## src/rtl/tbf_pkg.sv

```systemverilog
// Shared types, register indexes, reset values and axis remap for the three-axis biquad filter.
package tbf_pkg;

   localparam int SAMPLE_W   = 16;
   localparam int COEF_W     = 16;
   localparam int MAP_W      = 3;
   localparam int RESULT_W   = 24;
   localparam int AXES       = 3;
   localparam int REQ_DATA_W = AXES * SAMPLE_W;
   localparam int RSP_DATA_W = AXES * RESULT_W;
   localparam int CSR_DATA_W = 16;

   typedef logic signed [SAMPLE_W-1:0] sample_type;
   typedef logic signed [COEF_W-1:0]   coef_type;
   typedef logic [MAP_W-1:0]           map_type;
   typedef logic signed [RESULT_W-1:0] result_type;
   typedef logic [2:0]                 csr_index_type;
   typedef logic [1:0]                 axis_type;

   localparam csr_index_type CSR_COEF_B0 = 3'd0;
   localparam csr_index_type CSR_COEF_B1 = 3'd1;
   localparam csr_index_type CSR_COEF_B2 = 3'd2;
   localparam csr_index_type CSR_COEF_A1 = 3'd3;
   localparam csr_index_type CSR_COEF_A2 = 3'd4;
   localparam csr_index_type CSR_MAP_X   = 3'd5;
   localparam csr_index_type CSR_MAP_Y   = 3'd6;
   localparam csr_index_type CSR_MAP_Z   = 3'd7;

   localparam coef_type RESET_B0 = 16'sd16384;
   localparam coef_type RESET_B1 = -16'sd22938;
   localparam coef_type RESET_B2 = 16'sd16384;
   localparam coef_type RESET_A1 = -16'sd21299;
   localparam coef_type RESET_A2 = 16'sd8192;
   localparam map_type  RESET_MAP_X = 3'd0;
   localparam map_type  RESET_MAP_Y = 3'd2;
   localparam map_type  RESET_MAP_Z = 3'd4;

   localparam axis_type AXIS_X = 2'd0;
   localparam axis_type AXIS_Y = 2'd1;
   localparam axis_type AXIS_Z = 2'd2;

   localparam sample_type SAMPLE_MAX = 16'sh7FFF;
   localparam sample_type SAMPLE_MIN = 16'sh8000;

   function automatic sample_type pick_axis(input map_type sel, input sample_type rx,
                                            input sample_type ry, input sample_type rz);
      sample_type v;
      v = '0;
      case (sel[2:1])
         AXIS_X:  v = rx;
         AXIS_Y:  v = ry;
         AXIS_Z:  v = rz;
         default: v = '0;
      endcase
      if (sel[0] && (sel[2:1] != 2'd3)) begin
         if (v == SAMPLE_MIN) begin
            v = SAMPLE_MAX;
         end else begin
            v = -v;
         end
      end
      return v;
   endfunction

endpackage

```

## src/rtl/three_axis_biquad_filter_core.sv

```systemverilog
// Three-axis remap and per-axis biquad section on one shared multiplier.
//
// Each accepted beat carries one raw sample per axis; every output axis is taken from a
// chosen source axis (optionally negated, with -32768 negating to 32767) and filtered by
// its own transposed direct form II section with Q(COEF_FRAC_BITS) coefficients and two
// STATE_WIDTH-bit delay words. A single signed 16 x (STATE_WIDTH/2+1) multiplier forms
// seven products per axis (b0, b1 and b2 times the sample, then a1 and a2 times the
// accumulator in two halves), and a nine-step sequencer runs the axes one after another,
// so a result is offered in the same cycle as the input is ready again, provided the
// previous result has been taken; no new beat is accepted while one is in flight.
// Configuration writes are taken in every cycle and must only be made while no sample is
// in flight.
module three_axis_biquad_filter_core #(
   parameter int COEF_FRAC_BITS = 14,
   parameter int STATE_WIDTH    = 40
) (
   input  logic                              clock,
   input  logic                              reset,
   input  logic                              req_tvalid,
   output logic                              req_tready,
   // raw_x [15:0], raw_y [31:16], raw_z [47:32]
   input  logic [tbf_pkg::REQ_DATA_W-1:0]    req_tdata,
   output logic                              rsp_tvalid,
   input  logic                              rsp_tready,
   // filtered_x [23:0], filtered_y [47:24], filtered_z [71:48]
   output logic [tbf_pkg::RSP_DATA_W-1:0]    rsp_tdata,
   input  logic                              csr_valid,
   output logic                              csr_ready,
   input  tbf_pkg::csr_index_type            csr_index,
   input  logic [tbf_pkg::CSR_DATA_W-1:0]    csr_data
);
   import tbf_pkg::*;

   localparam int LO = STATE_WIDTH / 2;
   localparam int BW = LO + 1;
   localparam int PW = COEF_W + BW;
   localparam int W  = STATE_WIDTH + 18;

   localparam logic signed [W-1:0] HALF =
      {{(W-COEF_FRAC_BITS){1'b0}}, 1'b1, {(COEF_FRAC_BITS-1){1'b0}}};
   localparam logic signed [W-1:0] STATE_MAX =
      {{(W-STATE_WIDTH+1){1'b0}}, {(STATE_WIDTH-1){1'b1}}};
   localparam logic signed [W-1:0] STATE_MIN = ~STATE_MAX;
   localparam logic signed [W-1:0] OUT_MAX =
      {{(W-RESULT_W+1){1'b0}}, {(RESULT_W-1){1'b1}}};
   localparam logic signed [W-1:0] OUT_MIN = ~OUT_MAX;

   localparam logic [1:0] ST_IDLE = 2'd0;
   localparam logic [1:0] ST_RUN  = 2'd1;
   localparam logic [1:0] ST_HOLD = 2'd2;

   localparam logic [3:0] STEP_B0      = 4'd0;
   localparam logic [3:0] STEP_B1_ACC  = 4'd1;
   localparam logic [3:0] STEP_B2_T1   = 4'd2;
   localparam logic [3:0] STEP_A1LO_T2 = 4'd3;
   localparam logic [3:0] STEP_A1HI_M  = 4'd4;
   localparam logic [3:0] STEP_A2LO_M  = 4'd5;
   localparam logic [3:0] STEP_A2HI_D1 = 4'd6;
   localparam logic [3:0] STEP_M2      = 4'd7;
   localparam logic [3:0] STEP_D2      = 4'd8;

   logic [1:0] state_ff, state_in;
   logic [3:0] step_ff, step_in;
   axis_type   axis_ff, axis_in;

   coef_type b0_ff, b0_in, b1_ff, b1_in, b2_ff, b2_in, a1_ff, a1_in, a2_ff, a2_in;
   map_type  map_x_ff, map_x_in, map_y_ff, map_y_in, map_z_ff, map_z_in;

   logic signed [STATE_WIDTH-1:0] d1_ff [0:AXES-1];
   logic signed [STATE_WIDTH-1:0] d1_in [0:AXES-1];
   logic signed [STATE_WIDTH-1:0] d2_ff [0:AXES-1];
   logic signed [STATE_WIDTH-1:0] d2_in [0:AXES-1];

   sample_type x_ff [0:AXES-1];
   sample_type x_in [0:AXES-1];
   result_type res_ff [0:AXES-1];
   result_type res_in [0:AXES-1];

   logic signed [STATE_WIDTH-1:0] acc_ff, acc_in;
   logic signed [W-1:0]           t1_ff, t1_in, t2_ff, t2_in, m_ff, m_in;
   logic signed [PW-1:0]          prod_ff, prod_in;
   logic signed [COEF_W-1:0]      op_a;
   logic signed [BW-1:0]          op_b;

   logic                   rsp_valid_ff, rsp_valid_in;
   logic [RSP_DATA_W-1:0]  rsp_data_ff, rsp_data_in;

   logic signed [W-1:0] prod_w, sum_w, round_w;
   logic                in_beat, out_free;

   function automatic logic signed [STATE_WIDTH-1:0] sat_state(input logic signed [W-1:0] v);
      if (v > STATE_MAX) begin
         return STATE_MAX[STATE_WIDTH-1:0];
      end else if (v < STATE_MIN) begin
         return STATE_MIN[STATE_WIDTH-1:0];
      end
      return v[STATE_WIDTH-1:0];
   endfunction

   function automatic result_type sat_out(input logic signed [W-1:0] v);
      if (v > OUT_MAX) begin
         return OUT_MAX[RESULT_W-1:0];
      end else if (v < OUT_MIN) begin
         return OUT_MIN[RESULT_W-1:0];
      end
      return v[RESULT_W-1:0];
   endfunction

   assign req_tready = (state_ff == ST_IDLE);
   assign csr_ready  = 1'b1;
   assign rsp_tvalid = rsp_valid_ff;
   assign rsp_tdata  = rsp_data_ff;
   assign in_beat    = req_tvalid && req_tready;
   assign out_free   = !rsp_valid_ff || rsp_tready;

   // shared multiplier operand select
   always_comb begin
      op_a = '0;
      op_b = '0;
      unique case (step_ff)
         STEP_B0: begin
            op_a = b0_ff;
            op_b = BW'(x_ff[axis_ff]);
         end
         STEP_B1_ACC: begin
            op_a = b1_ff;
            op_b = BW'(x_ff[axis_ff]);
         end
         STEP_B2_T1: begin
            op_a = b2_ff;
            op_b = BW'(x_ff[axis_ff]);
         end
         STEP_A1LO_T2: begin
            op_a = a1_ff;
            op_b = $signed({1'b0, acc_ff[LO-1:0]});
         end
         STEP_A1HI_M: begin
            op_a = a1_ff;
            op_b = BW'($signed(acc_ff[STATE_WIDTH-1:LO]));
         end
         STEP_A2LO_M: begin
            op_a = a2_ff;
            op_b = $signed({1'b0, acc_ff[LO-1:0]});
         end
         STEP_A2HI_D1: begin
            op_a = a2_ff;
            op_b = BW'($signed(acc_ff[STATE_WIDTH-1:LO]));
         end
         default: begin
            op_a = '0;
            op_b = '0;
         end
      endcase
   end

   assign prod_in = op_a * op_b;
   assign prod_w  = W'(prod_ff);
   assign round_w = (W'(acc_ff) + HALF) >>> COEF_FRAC_BITS;

   always_comb begin
      state_in     = state_ff;
      step_in      = step_ff;
      axis_in      = axis_ff;
      acc_in       = acc_ff;
      t1_in        = t1_ff;
      t2_in        = t2_ff;
      m_in         = m_ff;
      d1_in        = d1_ff;
      d2_in        = d2_ff;
      x_in         = x_ff;
      res_in       = res_ff;
      rsp_valid_in = rsp_valid_ff;
      rsp_data_in  = rsp_data_ff;
      sum_w        = '0;
      b0_in        = b0_ff;
      b1_in        = b1_ff;
      b2_in        = b2_ff;
      a1_in        = a1_ff;
      a2_in        = a2_ff;
      map_x_in     = map_x_ff;
      map_y_in     = map_y_ff;
      map_z_in     = map_z_ff;

      if (csr_valid) begin
         unique case (csr_index)
            CSR_COEF_B0: b0_in    = coef_type'(csr_data);
            CSR_COEF_B1: b1_in    = coef_type'(csr_data);
            CSR_COEF_B2: b2_in    = coef_type'(csr_data);
            CSR_COEF_A1: a1_in    = coef_type'(csr_data);
            CSR_COEF_A2: a2_in    = coef_type'(csr_data);
            CSR_MAP_X:   map_x_in = csr_data[MAP_W-1:0];
            CSR_MAP_Y:   map_y_in = csr_data[MAP_W-1:0];
            CSR_MAP_Z:   map_z_in = csr_data[MAP_W-1:0];
            default:     b0_in    = b0_ff;
         endcase
      end

      if (rsp_valid_ff && rsp_tready) begin
         rsp_valid_in = 1'b0;
      end

      unique case (state_ff)
         ST_IDLE: begin
            if (in_beat) begin
               x_in[0]  = pick_axis(map_x_ff, req_tdata[15:0], req_tdata[31:16],
                                    req_tdata[47:32]);
               x_in[1]  = pick_axis(map_y_ff, req_tdata[15:0], req_tdata[31:16],
                                    req_tdata[47:32]);
               x_in[2]  = pick_axis(map_z_ff, req_tdata[15:0], req_tdata[31:16],
                                    req_tdata[47:32]);
               axis_in  = AXIS_X;
               step_in  = STEP_B0;
               state_in = ST_RUN;
            end
         end
         ST_RUN: begin
            step_in = step_ff + 4'd1;
            unique case (step_ff)
               STEP_B0: begin
                  acc_in = acc_ff;
               end
               STEP_B1_ACC: begin
                  sum_w  = prod_w + W'(d1_ff[axis_ff]);
                  acc_in = sat_state(sum_w);
               end
               STEP_B2_T1: begin
                  t1_in           = prod_w + W'(d2_ff[axis_ff]);
                  res_in[axis_ff] = sat_out(round_w);
               end
               STEP_A1LO_T2: begin
                  t2_in = prod_w;
               end
               STEP_A1HI_M: begin
                  m_in = prod_w + HALF;
               end
               STEP_A2LO_M: begin
                  m_in = m_ff + (prod_w <<< LO);
               end
               STEP_A2HI_D1: begin
                  sum_w          = t1_ff - (m_ff >>> COEF_FRAC_BITS);
                  d1_in[axis_ff] = sat_state(sum_w);
                  m_in           = prod_w + HALF;
               end
               STEP_M2: begin
                  m_in = m_ff + (prod_w <<< LO);
               end
               STEP_D2: begin
                  sum_w          = t2_ff - (m_ff >>> COEF_FRAC_BITS);
                  d2_in[axis_ff] = sat_state(sum_w);
                  step_in        = STEP_B0;
                  if (axis_ff == AXIS_Z) begin
                     state_in = ST_HOLD;
                  end else begin
                     axis_in = axis_ff + 2'd1;
                  end
               end
               default: begin
                  step_in = STEP_B0;
               end
            endcase
         end
         ST_HOLD: begin
            if (out_free) begin
               rsp_valid_in = 1'b1;
               rsp_data_in  = {res_ff[2], res_ff[1], res_ff[0]};
               state_in     = ST_IDLE;
            end
         end
         default: begin
            state_in = ST_IDLE;
         end
      endcase
   end

   always_ff @(posedge clock) begin
      if (reset) begin
         state_ff     <= ST_IDLE;
         step_ff      <= STEP_B0;
         axis_ff      <= AXIS_X;
         rsp_valid_ff <= 1'b0;
         b0_ff        <= RESET_B0;
         b1_ff        <= RESET_B1;
         b2_ff        <= RESET_B2;
         a1_ff        <= RESET_A1;
         a2_ff        <= RESET_A2;
         map_x_ff     <= RESET_MAP_X;
         map_y_ff     <= RESET_MAP_Y;
         map_z_ff     <= RESET_MAP_Z;
         for (int i = 0; i < AXES; i++) begin
            d1_ff[i] <= '0;
            d2_ff[i] <= '0;
         end
      end else begin
         state_ff     <= state_in;
         step_ff      <= step_in;
         axis_ff      <= axis_in;
         rsp_valid_ff <= rsp_valid_in;
         b0_ff        <= b0_in;
         b1_ff        <= b1_in;
         b2_ff        <= b2_in;
         a1_ff        <= a1_in;
         a2_ff        <= a2_in;
         map_x_ff     <= map_x_in;
         map_y_ff     <= map_y_in;
         map_z_ff     <= map_z_in;
         d1_ff        <= d1_in;
         d2_ff        <= d2_in;
      end
   end

   always_ff @(posedge clock) begin
      prod_ff     <= prod_in;
      acc_ff      <= acc_in;
      t1_ff       <= t1_in;
      t2_ff       <= t2_in;
      m_ff        <= m_in;
      x_ff        <= x_in;
      res_ff      <= res_in;
      rsp_data_ff <= rsp_data_in;
   end

endmodule
```

## config.mk

```make
export PLATFORM = sky130hd
export DESIGN_NAME = three_axis_biquad_filter_core
export DESIGN_NICKNAME = d
export VERILOG_FILES = /design/src/rtl/tbf_pkg.sv /design/src/rtl/three_axis_biquad_filter_core.sv
export SDC_FILE = /design/constraint.sdc
export NUM_CORES = 2
export LEC_CHECK = 0
export BUFFER_PORTS_ARGS = -buffer_cell sky130_fd_sc_hd__buf_2
export CAP_MARGIN = 20
export CORE_MARGIN = 4
export CORE_UTILIZATION = 47
export DETAILED_ROUTE_END_ITERATION = 16
export GPL_TIMING_DRIVEN = 0
export PLACE_DENSITY_LB_ADDON = 0.05
export SYNTH_ARGS = -nofsm -noshare
export SYNTH_HDL_FRONTEND = slang
export SYNTH_SLANG_ARGS = --single-unit
```

## constraint.sdc

```tcl
create_clock -name clock -period 8.8 [get_ports clock]
set_clock_uncertainty 0.2 [all_clocks]
set_input_delay 0.88 -clock clock [delete_from_list [all_inputs] [get_ports clock]]
set_output_delay 0.88 -clock clock [all_outputs]
set_load 0.05 [all_outputs]
```

; After elaboration in Yosys (flattened, before gate mapping)
; Cells that the tools add are included.
[totals]
output_inout_bits = 75
ff_bits = 760
elab_cells = 214
inputBits = 72
[op_classes]
bitwise = 1
eq_ne = 35
magnitude_cmp = 10
reduce_logical = 42
add_sub_neg = 12
mul = 1
n_mux = 83
[ops]
columns = operator, n
row1 = $mux 40, 18
row2 = $bwmux 120, 2
row3 = $mux 16, 14
row4 = $bmux 40 s2, 2
row5 = $mux 24, 6
row6 = $pmux 16 s3, 3
row7 = $pmux 58 s2, 1
row8 = $add 37x40->41, 2
row9 = $demux 40 s2, 1
row10 = $pmux 16 s5, 1
row11 = $bwmux 72, 1
row12 = $pmux 21 s3, 1
row13 = $add 58x57->58, 1
row14 = $gt 58x40->1 const B, 1
row15 = $lt 58x40->1 const B, 1
row16 = $sub 58x44->58, 1
row17 = $demux 24 s2, 1
row18 = $eq 16x16->1 const B, 3
row19 = $neg 16->16, 3
row20 = $gt 45x40->1 const B, 1
row21 = $lt 45x40->1 const B, 1
row22 = $sub 37x44->45, 1
row23 = $add 40x15->41 const B, 1
row24 = $gt 41x40->1 const B, 1
row25 = other kinds (40), 116

; Logic depth before layout (Yosys ltp)
[logic_depth]
word_depth = 11
mapped_depth = 34

; Worst setup path after synthesis
; Ideal clock, no wire load.
[synth_timing]
kind = reg-to-reg
from = register step_ff[0]
to = register prod_ff[35]
slack_ns = 1.043
setup_time_ns = 0.072
required_ns = 8.528
path_stages_with_launch = 31
arrival_time_ns = 7.484
path_cell_list = dfxtp_1 inv_1 ha_1 and2_1 clkbuf_1 nor3_1 clkbuf_1 clkbuf_1 o21a_1 nor2_1 fa_1 fa_1 fa_1 fa_1 fa_1 inv_1 fa_1 inv_1 ha_1 a21o_1 a21o_1 a21oi_1 o21a_1 nor3b_1 a211oi_1 a21oi_1 a211o_1 nand2_1 a21o_1 a21oi_1 xnor2_1
[synth_between]
elab_chain_len = 4
elab_cells_between_ends = 15
classes_between = mul: 1 / eq/ne: 6 / mux: 2 / reduce/logical: 6
[synth_lines]
columns = element, line_no
row1 = from (decl), three_axis_biquad_filter_core.sv:63  ; logic [3:0] step_ff, step_in;
row2 = from (signal assigned), three_axis_biquad_filter_core.sv:295  ; step_ff <= step_in;
row3 = "$eq 4x3->1, or another cell as far along", three_axis_biquad_filter_core.sv:120  ; unique case (step_ff)
row4 = $reduce_or 2->1 (no source line) or $reduce_or 3->1 (tied branches), -
row5 = $pmux 16 s5 or $pmux 21 s3 (tied branches), three_axis_biquad_filter_core.sv:120
row6 = $mul 16x21->37 *, three_axis_biquad_filter_core.sv:156  ; assign prod_in = op_a * op_b;
row7 = net prod_in[35], three_axis_biquad_filter_core.sv:81  ; logic signed [PW-1:0] prod_ff, prod_in;
row8 = to (signal assigned), three_axis_biquad_filter_core.sv:312  ; prod_ff <= prod_in;
row9 = to (decl), three_axis_biquad_filter_core.sv:81
; The timed path passes the listed nets; every way through them passes the cells marked *.
; A chain may end at the register's enable or synchronous reset.

; Worst setup path in the final report
; Ends and elaborated chain as after synthesis.

==> impl_metrics.tcl <==
set metrics [dict create \
    critPathLaunchType "flip-flop" \
    critical_path.most_common_cell "sky130_fd_sc_hd__fa_1" \
    placementRows 122 \
    synth.lib_cells_used.distinct 91 \
    worst_slew_pin_slew_ns 1.12 \
    design.final.nets 6642 \
    synth_top_cell_area_share_pct 20.1 \
    route.antenna.remaining_nets 0 \
    outcome "completed" \
    irDropWorstVdd_mv 0.152 \
    critical_path.endpoint_type "flip-flop" \
    timing.fmax_mhz 117 \
    synth_sequential_area_ratio_pct 34.3 \
    grt_max_degree 41 \
    cts_root_buffer "sky130_fd_sc_hd__clkbuf_16" \
    cp_slowest_stage_delay_ns 0.54 \
    numCtsBuffers 84 \
    synthesis.area_um2 52900 \
    gr-total-overflow 0 \
    finalSetupViolations 0 \
    timing.final.crit_period_ns 8.55 \
    avgViaCountPerCell 5.79 \
    max-slew-margin-rel_pct 25.1 \
    synth_nets 6402 \
    reg2reg_setup_slack_ns 0.25 \
    die_width_um 343 \
    htree_num_levels 3 \
    pwr-share-clk_pct 30.6 \
    drc_errors 0 \
    cts_sinks 729 \
    grt_usage_pct 30.2 \
    routed-via-count 43400 \
    cp-startpoint "step_ff[0]$_SDFFE_PP0P_" \
    crit_path_max_delay_cell_type "sky130_fd_sc_hd__clkbuf_1" \
    synth.avg_cell_area_um2 9.30 \
    drt_pre_antenna_iters 6 \
    power.share.combinational_pct 33.3 \
    rr_worst_depth 31 \
    layout-drive-gt1-share_pct 8.93 \
    most-common-layout-cells "sky130_fd_sc_hd__nand2_1, sky130_fd_sc_hd__nor2_1, sky130_fd_sc_hd__inv_1, sky130_fd_sc_hd__dfxtp_1, sky130_fd_sc_hd__a21oi_1" \
    hold_viol_final 0 \
    total_design_power_uw 12000 \
    boundaryPins 147 \
    min_delay_startpoint "res_ff[3]$_DFFE_PP_" \
    ctsLongestPathBuffers 3 \
    final.period_utilization_pct 97.1 \
    setup_total_negative_slack_ns 0 \
    grt_antenna_before_repair 3 \
    fin_util_pct 53.2 \
    drt_first_iter_violations 3818 \
    dp_hpwl_um 141000 \
    rr_endpoint "prod_ff[35]$_DFF_P_" \
    placement.io_buffers 143 \
    switching_share_pct 37.1 \
    synth_ff_type "sky130_fd_sc_hd__dfxtp_1" \
    design.core.area_um2 111000 \
    criticalPathCategory "reg -> reg" \
    fp.dieH_um 343 \
    tritoncts "built" \
    floorplan.initialDensity_pct 47.6 \
    maxSlewViolCount 0 \
    relative_contribution_of_sequential_cells_to_total_power_pct 36.1 \
    synth.ff_latch_count 729 \
    synth_edf_count 354 \
    power.net_switching_uw 4440 \
    layout_commonest_cell "sky130_fd_sc_hd__nand2_1" \
    synth-async-reset-ratio_pct 0 \
    worstPathArrival_ns 8.92 \
    worstSkewPairLatency_ns 0.69 \
    wl_um 179000 \
    power_per_cell_area_nw_per_um2 203 \
    hold_path_class "reg -> reg" \
    rsz0062_at_grt "yes" \
    max-cap-violations 0 \
    synthesis.yosys.warnings 0 \
    post_drt_wl_per_cell_um 24.0 \
    power.internal_uw 7540 \
    path_clk_slew_ns 0.06 \
    design.die.area_um2 118000 \
    worstPathRequired_ns 9.18 \
    post_synth_main_area_contributors "sky130_fd_sc_hd__edfxtp_1, sky130_fd_sc_hd__dfxtp_1, sky130_fd_sc_hd__fa_1" \
    syn_inst 5684 \
    area_growth_pct 11.8 \
    worst-path-max-fanout 10 \
    grt_pass1_wl_um 268000 \
    critPathCapture "prod_ff[35]$_DFF_P_" \
    finalWeightedCongestion 0.982 \
    r2r-start "step_ff[0]$_SDFFE_PP0P_" \
    power.static_leakage_uw 0.0246 \
    whs_ns 0.214 \
    first_global_vias 42300 \
    synth_area_leader_cell "sky130_fd_sc_hd__edfxtp_1" \
]
[cell type report]
cell class / count / area (um2)
multi-input cells: 4164 / 32100
well taps: 1488 / 1860
flip-flops and latches: 729 / 18100
repair buffers: 166 / 997
clock inverters: 38 / 523
plain buffers: 266 / 1230
inverters: 513 / 1930
clock buffers: 116 / 2380
diodes: 3 / 7.51
fillers: 10600 / 52000
[how the worst min path moves through the flow]
stage	end	slack [ns]	cells after the start
2_1_floorplan	rsp_tdata[0]$_DFFE_PP_	0.20	0
3_3_place_gp	rsp_tdata[62]$_DFFE_PP_	0.20	0
3_5_place_dp	rsp_tdata[12]$_DFFE_PP_	0.20	0
4_1_cts	rsp_tdata[51]$_DFFE_PP_	0.21	0
5_1_grt	rsp_tdata[44]$_DFFE_PP_	0.22	0
6_report	rsp_tdata[51]$_DFFE_PP_	0.21	0
[critical path: cells and delay by family (launching register included)]
kind | cells | cell delay [ns]
AND/OR/NAND/NOR | 6 | 0.87
AO/OA/AOI/OAI | 9 | 2.09
buffers and inverters | 7 | 1.11
flip-flops | 1 | 0.43
adder cells (fa/ha/maj) | 8 | 3.61
XOR/XNOR | 1 | 0.12
[layer usage]
| layer | global-route usage [%] | wire [um] |
|---|---|---|
| met5 | 0 | 0 |
| met4 | 9.84 | 6600 |
| met3 | 6.20 | 13700 |
| met2 | 47.4 | 79900 |
| met1 | 41.9 | 79200 |
[power by group through the flow]
stage	Clock [uW]	Sequential [uW]	Combinational [uW]
6_report	3670	4320	3990
5_1_grt	3870	4300	4540
4_1_cts	3730	4300	3950
3_5_place_dp	0	4370	3920
3_3_place_gp	0	4370	3890
2_1_floorplan	0	3990	2960
[Yosys cell counts, types with 29 or more instances]
master	count
sky130_fd_sc_hd__a211oi_1	127
sky130_fd_sc_hd__nand2b_1	56
sky130_fd_sc_hd__nand4_1	42
sky130_fd_sc_hd__clkbuf_1	213
sky130_fd_sc_hd__o21ai_0	184
sky130_fd_sc_hd__o21a_1	47
sky130_fd_sc_hd__nand3_1	83
sky130_fd_sc_hd__ha_1	309
sky130_fd_sc_hd__o21bai_1	41
sky130_fd_sc_hd__a22oi_1	48
sky130_fd_sc_hd__buf_2	29
sky130_fd_sc_hd__a21oi_1	384
sky130_fd_sc_hd__a21o_1	141
sky130_fd_sc_hd__xnor2_1	187
sky130_fd_sc_hd__inv_1	512
sky130_fd_sc_hd__and3_1	53
sky130_fd_sc_hd__o22ai_1	80
sky130_fd_sc_hd__o21ai_1	40
sky130_fd_sc_hd__a221o_1	114
sky130_fd_sc_hd__edfxtp_1	354
sky130_fd_sc_hd__mux2i_1	154
sky130_fd_sc_hd__xor2_1	98
sky130_fd_sc_hd__fa_1	337
sky130_fd_sc_hd__dfxtp_1	375
sky130_fd_sc_hd__nand2_1	682
sky130_fd_sc_hd__nor2b_1	45
sky130_fd_sc_hd__nor3_1	36
sky130_fd_sc_hd__nor2_1	532
sky130_fd_sc_hd__and2_1	38
[metrics by stage]
stage,setup slack (ns),std cells,instance area [um2]
after floorplan,1.04,5684,52900
after global placement,-1.21,7315,55500
after detailed placement,-1.07,7325,55700
after CTS,0.0107,7470,58700
after global routing,-0.0565,7480,59100
final,0.254,7483,59100
[kinds of logic after synthesis]
logic type | after synthesis | synth area share (%)
and+or+nand+nor | 1657 | 13.8
AOI/OAI and AO/OA | 1417 | 18.3
buffers and inverters | 792 | 5.89
DFF | 729 | 34.3
adders and majority gates | 648 | 20.1
xor gates and xnor gates | 285 | 4.72
muxes | 155 | 2.94
other | 1 | 0.00709
[repair_timing]
| item | in CTS | in global routing |
|---|---|---|
| setup buffers | 1 | 12 |
| endpoints found under the setup margin | 17 | 11 |
| pin swaps | 2 | 10 |
| hold buffers | 0 | 0 |
| resized for setup | 73 | 109 |
| gates cloned | 0 | 1 |
[flip-flops by register name, indices dropped and copies added (netlist names), 4 cells and up]
| register | cells |
|---|---|
| acc_ff | 40 |
| step_ff | 4 |
| t1_ff | 41 |
| b0_ff | 16 |
| m_ff | 44 |
| b2_ff | 16 |
| b1_ff | 16 |
| prod_ff | 37 |
| d2_ff | 120 |
| t2_ff | 37 |
| a2_ff | 16 |
| rsp_tdata | 72 |
| x_ff | 48 |
| res_ff | 72 |
| a1_ff | 16 |
| d1_ff | 120 |
Note: power is estimated with default switching activity, not from simulation.
